[src/rtl/ktbl_pkg.sv]
// ----------------------------------------------------------------------------
// ktbl_pkg
// shared types and constants of the keyed token bucket limiter
// ----------------------------------------------------------------------------
package ktbl_pkg;

    localparam int CAP_W           = 16;
    localparam int PERIOD_W        = 20;
    localparam int TIME_W          = 48;
    localparam int IDX_W           = 8;
    localparam int CFG_W           = 20;
    localparam int DEF_NUM_BUCKETS = 256;
    localparam int DEF_FRAC_BITS   = 16;

    typedef enum logic [0:0] {
        REG_CAPACITY = 1'b0,
        REG_PERIOD   = 1'b1
    } cfg_reg_t;

    typedef struct packed {
        logic [IDX_W-1:0]  bucket_index;
        logic [TIME_W-1:0] timestamp;
    } lim_req_t;

    typedef struct packed {
        logic                allowed;
        logic [CAP_W-1:0]    tokens_left;
        logic [PERIOD_W-1:0] retry_after;
    } lim_rsp_t;

    typedef struct packed {
        logic clr_wr;
        logic load;
        logic rd;
        logic eval;
        logic div_start;
        logic div_wait;
        logic fill_add;
        logic deficit;
        logic wait_take;
        logic commit;
    } lim_cmd_t;

    typedef struct packed {
        logic clr_last;
        logic need_div;
        logic has_token;
        logic div_done;
    } lim_sts_t;

endpackage

[src/rtl/ktbl_ctrl.sv]
// ----------------------------------------------------------------------------
// ktbl_ctrl
// request sequencer: table clear, lookup, refill, retry, write back
// ----------------------------------------------------------------------------
module ktbl_ctrl (
    input  logic               clk,
    input  logic               rst_n,
    input  logic               start,
    output logic               busy,
    input  ktbl_pkg::lim_sts_t sts,
    output ktbl_pkg::lim_cmd_t cmd
);

    import ktbl_pkg::*;

    typedef enum logic [9:0] {
        ST_CLEAR     = 10'b00_0000_0001,
        ST_IDLE      = 10'b00_0000_0010,
        ST_READ      = 10'b00_0000_0100,
        ST_EVAL      = 10'b00_0000_1000,
        ST_FILL_GO   = 10'b00_0001_0000,
        ST_FILL_WAIT = 10'b00_0010_0000,
        ST_CHECK     = 10'b00_0100_0000,
        ST_WAIT_GO   = 10'b00_1000_0000,
        ST_WAIT_WAIT = 10'b01_0000_0000,
        ST_DONE      = 10'b10_0000_0000
    } state_t;

    state_t state_reg, state_next;

    always_comb
    begin
        state_next = state_reg;
        cmd        = '0;
        case (state_reg)
            ST_CLEAR:
            begin
                cmd.clr_wr = 1'b1;
                if (sts.clr_last)
                begin
                    state_next = ST_IDLE;
                end
            end
            ST_IDLE:
            begin
                if (start)
                begin
                    cmd.load   = 1'b1;
                    state_next = ST_READ;
                end
            end
            ST_READ:
            begin
                cmd.rd     = 1'b1;
                state_next = ST_EVAL;
            end
            ST_EVAL:
            begin
                cmd.eval   = 1'b1;
                state_next = ST_FILL_GO;
            end
            ST_FILL_GO:
            begin
                if (sts.need_div)
                begin
                    cmd.div_start = 1'b1;
                    state_next    = ST_FILL_WAIT;
                end
                else
                begin
                    state_next = ST_CHECK;
                end
            end
            ST_FILL_WAIT:
            begin
                if (sts.div_done)
                begin
                    cmd.fill_add = 1'b1;
                    state_next   = ST_CHECK;
                end
            end
            ST_CHECK:
            begin
                if (sts.has_token)
                begin
                    state_next = ST_DONE;
                end
                else
                begin
                    cmd.deficit = 1'b1;
                    state_next  = ST_WAIT_GO;
                end
            end
            ST_WAIT_GO:
            begin
                cmd.div_start = 1'b1;
                cmd.div_wait  = 1'b1;
                state_next    = ST_WAIT_WAIT;
            end
            ST_WAIT_WAIT:
            begin
                if (sts.div_done)
                begin
                    cmd.wait_take = 1'b1;
                    state_next    = ST_DONE;
                end
            end
            ST_DONE:
            begin
                cmd.commit = 1'b1;
                state_next = ST_IDLE;
            end
            default:
            begin
                state_next = ST_IDLE;
            end
        endcase
    end

    always_ff @(posedge clk or negedge rst_n)
    begin
        if (!rst_n)
        begin
            state_reg <= ST_CLEAR;
        end
        else
        begin
            state_reg <= state_next;
        end
    end

    assign busy = (state_reg != ST_IDLE);

endmodule

[config.mk]
export PLATFORM = sky130hd
export DESIGN_NAME = ktbl_ctrl
export DESIGN_NICKNAME = d
export VERILOG_FILES = /design/src/rtl/ktbl_pkg.sv /design/src/rtl/ktbl_ctrl.sv
export SDC_FILE = /design/constraint.sdc
export NUM_CORES = 1
export LEC_CHECK = 0
export BUFFER_PORTS_ARGS = -buffer_cell sky130_fd_sc_hd__clkbuf_2
export CAP_MARGIN = 20
export CORE_MARGIN = 1
export CORE_UTILIZATION = 40
export DETAILED_ROUTE_END_ITERATION = 12
export SYNTH_ARGS = -nofsm -noshare
export SYNTH_HDL_FRONTEND = slang
export SYNTH_SLANG_ARGS = --single-unit
[constraint.sdc]
create_clock -name clk -period 1.8 [get_ports clk]
set_input_delay 0.18 -clock clk [delete_from_list [all_inputs] [get_ports clk]]
set_output_delay 0.18 -clock clk [all_outputs]
set_load 0.01 [all_outputs]
* Word level (Yosys, flattened, before mapping) *
Cells that the tools add are included.
W data, S select, Z words.

operators by class
  equal/unequal tests = 15
  muxes and demuxes = 21
  reductions and logical operators = 1

operator list
  cell                    count
  $pmux W10 S9            1
  $mux W10                5
  $mux W1                 13
  $eq A10 B1 Y1 const B   1
  $eq A10 B10 Y1 const B  1
  $eq A10 B2 Y1 const B   1
  $eq A10 B3 Y1 const B   1
  $eq A10 B4 Y1 const B   1
  $eq A10 B5 Y1 const B   1
  $eq A10 B6 Y1 const B   1
  $eq A10 B7 Y1 const B   1
  $eq A10 B8 Y1 const B   1
  $eq A10 B9 Y1 const B   1
  $ne A10 B2 Y1 const B   1
  $ne A2 B2 Y1 const B    4
  $mux W7                 1
  $reduce_and A4 Y1       1
  $pmux W1 S2             1

word-level totals
  flip-flop bits (word level) = 10
  output and inout bits = 11
  logic and storage cells = 38

* Logic depth before layout (Yosys ltp) *
Gate-level depths: netlist (run 1).

  word-level depth = 3
  depth in mapped cells = 6
  depth with buffers taken out = 5

* Least setup slack after synthesis (run 1) *
Ideal clock, no wire load.

  path type = register -> output
  from = reg state_reg[5]
  to = out cmd[5] (netlist name)
  arrival time = 1.565 ns
  setup slack = 0.055 ns
  stages on the path, launching flop included = 6
  buffers on the path = 1
  path through = dfrtp_1 -> buf_6 -> nor4_4 -> nand3_1 -> nor3b_1 -> nand2b_1

RTL lines
  element                 line              RTL
  from (decl)             ktbl_ctrl.sv:29   state_t state_reg, state_next;
  from (signal assigned)  ktbl_ctrl.sv:128  state_reg <= state_next;
  to (decl)               ktbl_ctrl.sv:11   output ktbl_pkg::lim_cmd_t cmd

==> results.yml, run 1 <==
clock_network:
  clock_sinks: 10
  numCtsBuffers: 3
  htreeDepth: 1
  cts_buffer_depth: 2
  cts-root-buf: "clkbuf_4"
  clkLatencyLatePin_ns: 0.27
  clk_pin_slew_ns: 0.07
  cts_tree: "yes"
timing:
  relSlewSlack_pct: 79.0
  worstMarginPinSlew_ns: 0.316
  fmax_ghz: 0.538
  timing.final.hold_violations: 0
  finalClockSkew_ns: 0.00395
  min_period_over_period_pct: 103
  finalCriticalPeriod_ns: 1.86
  grt_setup_unrepaired: "yes"
  finalSetupViolCount: 3
  drv_slew: 0
  worst_slack_ns: -0.0589
logic_synthesis:
  yosysTopAreaCellShare_pct: 32.2
  synth_edf_count: 0
  synth_seq_area_share_pct: 36.0
  ys_types: 29
  yosys.area.top_type: "dfrtp_1"
  ys_ff_latch: 10
  avgSynthCellArea_sq_um: 9.33
  syn_nets: 82
  synth_ff_type: "dfrtp_1"
  synthArstFlopShare_pct: 100
  yosys-top-cells-area: "dfrtp_1, nor2b_1, nor3b_1"
  synth_area_sq_um: 699
  ys_warn_count: 0
  syn_inst: 75
critical_path:
  end_kind: "output port"
  critPathLaunchType: "register"
  crit_required_ns: 1.62
  path_class: "reg -> out"
  critPathBufInv: 1
  critical_path_peak_fanout: 3
  path_cells: "nor4_4, nand3_2, nor3b_4, nor2b_1, buf_2"
  cp_data_arrival_time_ns: 1.68
  path_delay_family: "simple AND/OR/NAND/NOR gates"
  slowest_stage: "dfrtp_2"
  slowest_delay_ns: 0.44
run_status:
  status: "complete, but fails checks"
  violations: "design-rule violations, negative setup slack"
routing:
  drt-wirelength-per-cell_um: 13.8
  drc_errors: 1
  viasPerCell: 5.41
  drtIter0Drc: 13
  drt-total-wl_um: 1690
  first_pass_iters: 9
  ant_nets: 0
  vias: 660
cells_and_area:
  drive_above_1_share_pct: 50.9
  final_util_pct: 62.3
  final_cell_mix: "nor2b_1, clkbuf_2, buf_4"
  largest_register_ffs: 10
  fin_nets: 114
  finalNonFillerCells: 122
  layout_commonest_cell: "nor2b_1"
  fin_area_sq_um: 982
  num-fill-cells: 141
  areaGrowthSynthToFinish_pct: 40.4
  antenna_cells: 0
placed_design:
  hpwl_um: 1160
  dp.cells: 111
  place_area_sq_um: 822
  pre_cts_slack_ns: -0.0141
  portBuffers: 17
  gp_congestion: 0.879
grt:
  grt_first_pass_wirelength_um: 2600
  antenna_found_initial: 0
  grt_pass1_vias: 575
  grt_max_degree: 11
  grt_usage_pct: 19.3
  grt_overflow: 0
pwr:
  ir_drop_uv: 749
  power_leakage_nw: 0.459
  power_density_mw_per_mm2: 1160
job:
  drv_cap: 0
floorplan:
  num_rows: 14
  core-area_sq_mm: 0.00158
  ios: 18
  dieArea_sq_mm: 0.00192
  dieHeight_um: 43.8
  start_util_pct: 44.4
  die_x_um: 43.8
worst_hold_path:
  hp-class: "in -> reg"
-- timing repair --
item	in CTS	in global routing
setup buffers	3	3
resized for setup	13	13
pin swaps	2	4
endpoints found under the hold margin	9	0
hold buffers	1	0
setup endpoints to repair	9	10
cloned	0	0
-- where the power goes --
part / total, mW / internal [mW] / switching, mW
Sequential: 0.307 / 0.263 / 0.0445
Clock: 0.171 / 0.0859 / 0.0848
Combinational: 0.662 / 0.338 / 0.324
Total: 1.14 / 0.687 / 0.454
-- logic make-up after synthesis --
family          share of synthesized area (%)
xor+xnor                                 2.50
flops                                    36.0
buf+inv                                  3.93
simple gates                             47.0
compound gates                           10.6
-- worst paths after layout --
kind | start | to | slack, ns | cells past startpoint
max in group asynchronous | rst_n | state_reg[0]$_DFFE_PN1P_ | 1.23 | 2
min in group asynchronous | rst_n | state_reg[1]$_DFFE_PN0P_ | 0.30 | 2
setup / recovery | state_reg[4]$_DFFE_PN0P_ | cmd[2] | -0.06 | 5
hold / removal | sts[3] | state_reg[0]$_DFFE_PN1P_ | 0.04 | 2
hold reg to reg | state_reg[3]$_DFFE_PN0P_ | state_reg[3]$_DFFE_PN0P_ | 0.64 | 2
setup reg to reg | state_reg[5]$_DFFE_PN0P_ | state_reg[1]$_DFFE_PN0P_ | 0.07 | 6
-- routing by layer --
layer	vias to the layer above	wire length [um]	track usage, %
li1	333	-	-
met1	306	749	23.3
met2	19	830	30.7
met3	2	89	7.50
met4	0	19	7.50
met5	-	0	0
-- through the flow --
stage / TNS, ns / hold WS (ns) / power [mW]
after floorplan: 0 / -0.116 / 0.649
after global placement: 0 / 0.0681 / 0.819
after detailed placement: -0.0141 / 0.0648 / 0.827
after CTS: -0.141 / 0.0340 / 1.07
after global routing: -0.660 / 0.0463 / 1.23
final: -0.117 / 0.0359 / 1.14
-- final cells by class --
| cell class | instances | area (sq um) | area share (%) |
|---|---|---|---|
| timing repair buffer | 30 | 191 | 19.5 |
| multi-input combinational | 62 | 484 | 49.3 |
| sequential | 10 | 260 | 26.5 |
| tap | 16 | 20.0 | 2.04 |
| clock buffer | 4 | 26.3 | 2.68 |
-- cells in the mapped netlist (all sizes together) (2+ instances only) --
master	number
and3	4
buf	2
dfrtp	9
nand2	4
nand3	3
nor2	6
nor2b	14
nor3	3
nor3b	7
nor4	2
o21ai	3
or3	2
xnor2	2
No activity file was read; power rests on OpenSTA's default activity.
==> inputs of run 2 (changes only) <==
==> constraint.sdc (replaced) <==
create_clock -name clk -period 1.95 [get_ports clk]
set_input_delay 0.195 -clock clk [delete_from_list [all_inputs] [get_ports clk]]
set_output_delay 0.195 -clock clk [all_outputs]
set_load 0.01 [all_outputs]
==> run 2 against run 1 <==
Compared with the run above:
- the flow finishes with violations (design-rule violations)
- count of clock-buffer cells in the layout unchanged
- total power down 16%
- die area unchanged
- critical path type unchanged
==> results.yml, run 2 (same netlist as run 1, synthesis figures left out) <==
run_status:
  status: "complete, but fails checks"
  violations: "design-rule violations"
routing:
  ant_nets: 0
  drt-wirelength-per-cell_um: 13.4
  vias: 669
  viasPerCell: 5.67
  drt-total-wl_um: 1580
  first_pass_iters: 8
  drtIter0Drc: 17
  drc_errors: 3
cells_and_area:
  largest_register_ffs: 10
  final_util_pct: 57.6
  antenna_cells: 0
  finalNonFillerCells: 118
  final_cell_mix: "clkbuf_2, nor2b_1, buf_4"
  layout_commonest_cell: "clkbuf_2"
  areaGrowthSynthToFinish_pct: 29.9
  num-fill-cells: 154
  fin_area_sq_um: 908
  drive_above_1_share_pct: 42.2
  fin_nets: 110
critical_path:
  end_kind: "output port"
  path_class: "reg -> out"
  crit_required_ns: 1.75
  critical_path_peak_fanout: 5
  critPathLaunchType: "register"
  cp_data_arrival_time_ns: 1.70
grt:
  grt_first_pass_wirelength_um: 2420
  grt_max_degree: 11
  grt_pass1_vias: 565
  antenna_found_initial: 0
  grt_overflow: 0
  grt_usage_pct: 17.7
clock_network:
  cts_tree: "yes"
  cts_buffer_depth: 2
  clk_pin_slew_ns: 0.07
  clkLatencyLatePin_ns: 0.27
  clock_sinks: 10
  cts-root-buf: "clkbuf_4"
  htreeDepth: 1
  numCtsBuffers: 3
timing:
  relSlewSlack_pct: 79.5
  finalClockSkew_ns: 0.0107
  drv_slew: 0
  timing.final.hold_violations: 0
  worst_slack_ns: 0.0550
  finalCriticalPeriod_ns: 1.90
  fmax_ghz: 0.528
  tns_ns: 0
  min_period_over_period_pct: 97.2
  grt_setup_unrepaired: "yes"
  finalSetupViolCount: 0
  worstMarginPinSlew_ns: 0.306
floorplan:
  ios: 18
  core-area_sq_mm: 0.00158
  dieArea_sq_mm: 0.00192
  dieHeight_um: 43.8
  start_util_pct: 44.4
  num_rows: 14
  die_x_um: 43.8
job:
  drv_cap: 0
placed_design:
  place_area_sq_um: 815
  dp.cells: 110
  gp_congestion: 0.834
  hpwl_um: 1200
  pre_cts_slack_ns: 0.139
  portBuffers: 17
worst_hold_path:
  hp-class: "in -> reg"
pwr:
  power_density_mw_per_mm2: 1060
  ir_drop_uv: 414
  power_leakage_nw: 0.441
-- run 2: routing by layer --
| metal | track usage, % | part of all wire, % | routed length (um) | up-vias |
|---|---|---|---|---|
| met4 | 9.38 | 1.9 | 30 | 0 |
| li1 | - | - | - | 326 |
| met2 | 28.4 | 47 | 746 | 26 |
| met3 | 2.50 | 5.1 | 80 | 6 |
| met1 | 22.9 | 46 | 727 | 311 |
| met5 | 0 | 0 | 0 | - |
-- run 2: power by group --
part	total [mW]	internal [mW]	switching, mW	leakage [nW]
combinational	0.541	0.259	0.282	0.298
clock	0.148	0.0789	0.0690	0.0150
sequential	0.270	0.240	0.0306	0.129
total	0.959	0.577	0.382	0.441
-- run 2: final timing paths --
kind                                     startpoint                       end  slack [ns]  depth (start not counted)
setup / recovery           state_reg[5]$_DFFE_PN0P_                    cmd[2]        0.05                          5
hold / removal                               sts[3]  state_reg[0]$_DFFE_PN1P_        0.07                          2
max in group asynchronous                     rst_n  state_reg[0]$_DFFE_PN1P_        1.35                          2
setup reg to reg           state_reg[5]$_DFFE_PN0P_  state_reg[1]$_DFFE_PN0P_        0.17                          6
hold reg to reg            state_reg[5]$_DFFE_PN0P_  state_reg[5]$_DFFE_PN0P_        0.58                          2
min in group asynchronous                     rst_n  state_reg[2]$_DFFE_PN0P_        0.32                          2
-- run 2: cell type report --
class	instances	area, sq um	share of cell area (%)
sequential	10	254	28.0
multi-input combinational	62	453	49.9
tap	16	20.0	2.20
clock buffer	4	26.3	2.89
timing repair buffer	26	155	17.1
-- run 2: worst max-delay path, cell delays in order, from the launching register on --
cell      delay, ns
dfrtp_2        0.44
nor4_4         0.32
nand3_2        0.13
nor3b_2        0.26
nor2b_1        0.16
clkbuf_2       0.13
-- run 2: what timing repair did --
action / in CTS / in global routing
pin swaps: 1 / 1
gates resized for setup: 4 / 6
hold endpoints to repair: 9 / 0
hold buffers: 1 / 0
setup buffers: 1 / 2
cloned: 0 / 0
setup endpoints to repair: 2 / 6
-- run 2: per-stage QoR --
stage	hold slack [ns]	total power [mW]
2_1_floorplan	-0.101	0.599
5_1_grt	0.0886	1.03
6_report	0.0731	0.959
4_1_cts	0.0783	0.915
3_3_place_gp	0.0812	0.755
3_5_place_dp	0.0761	0.759
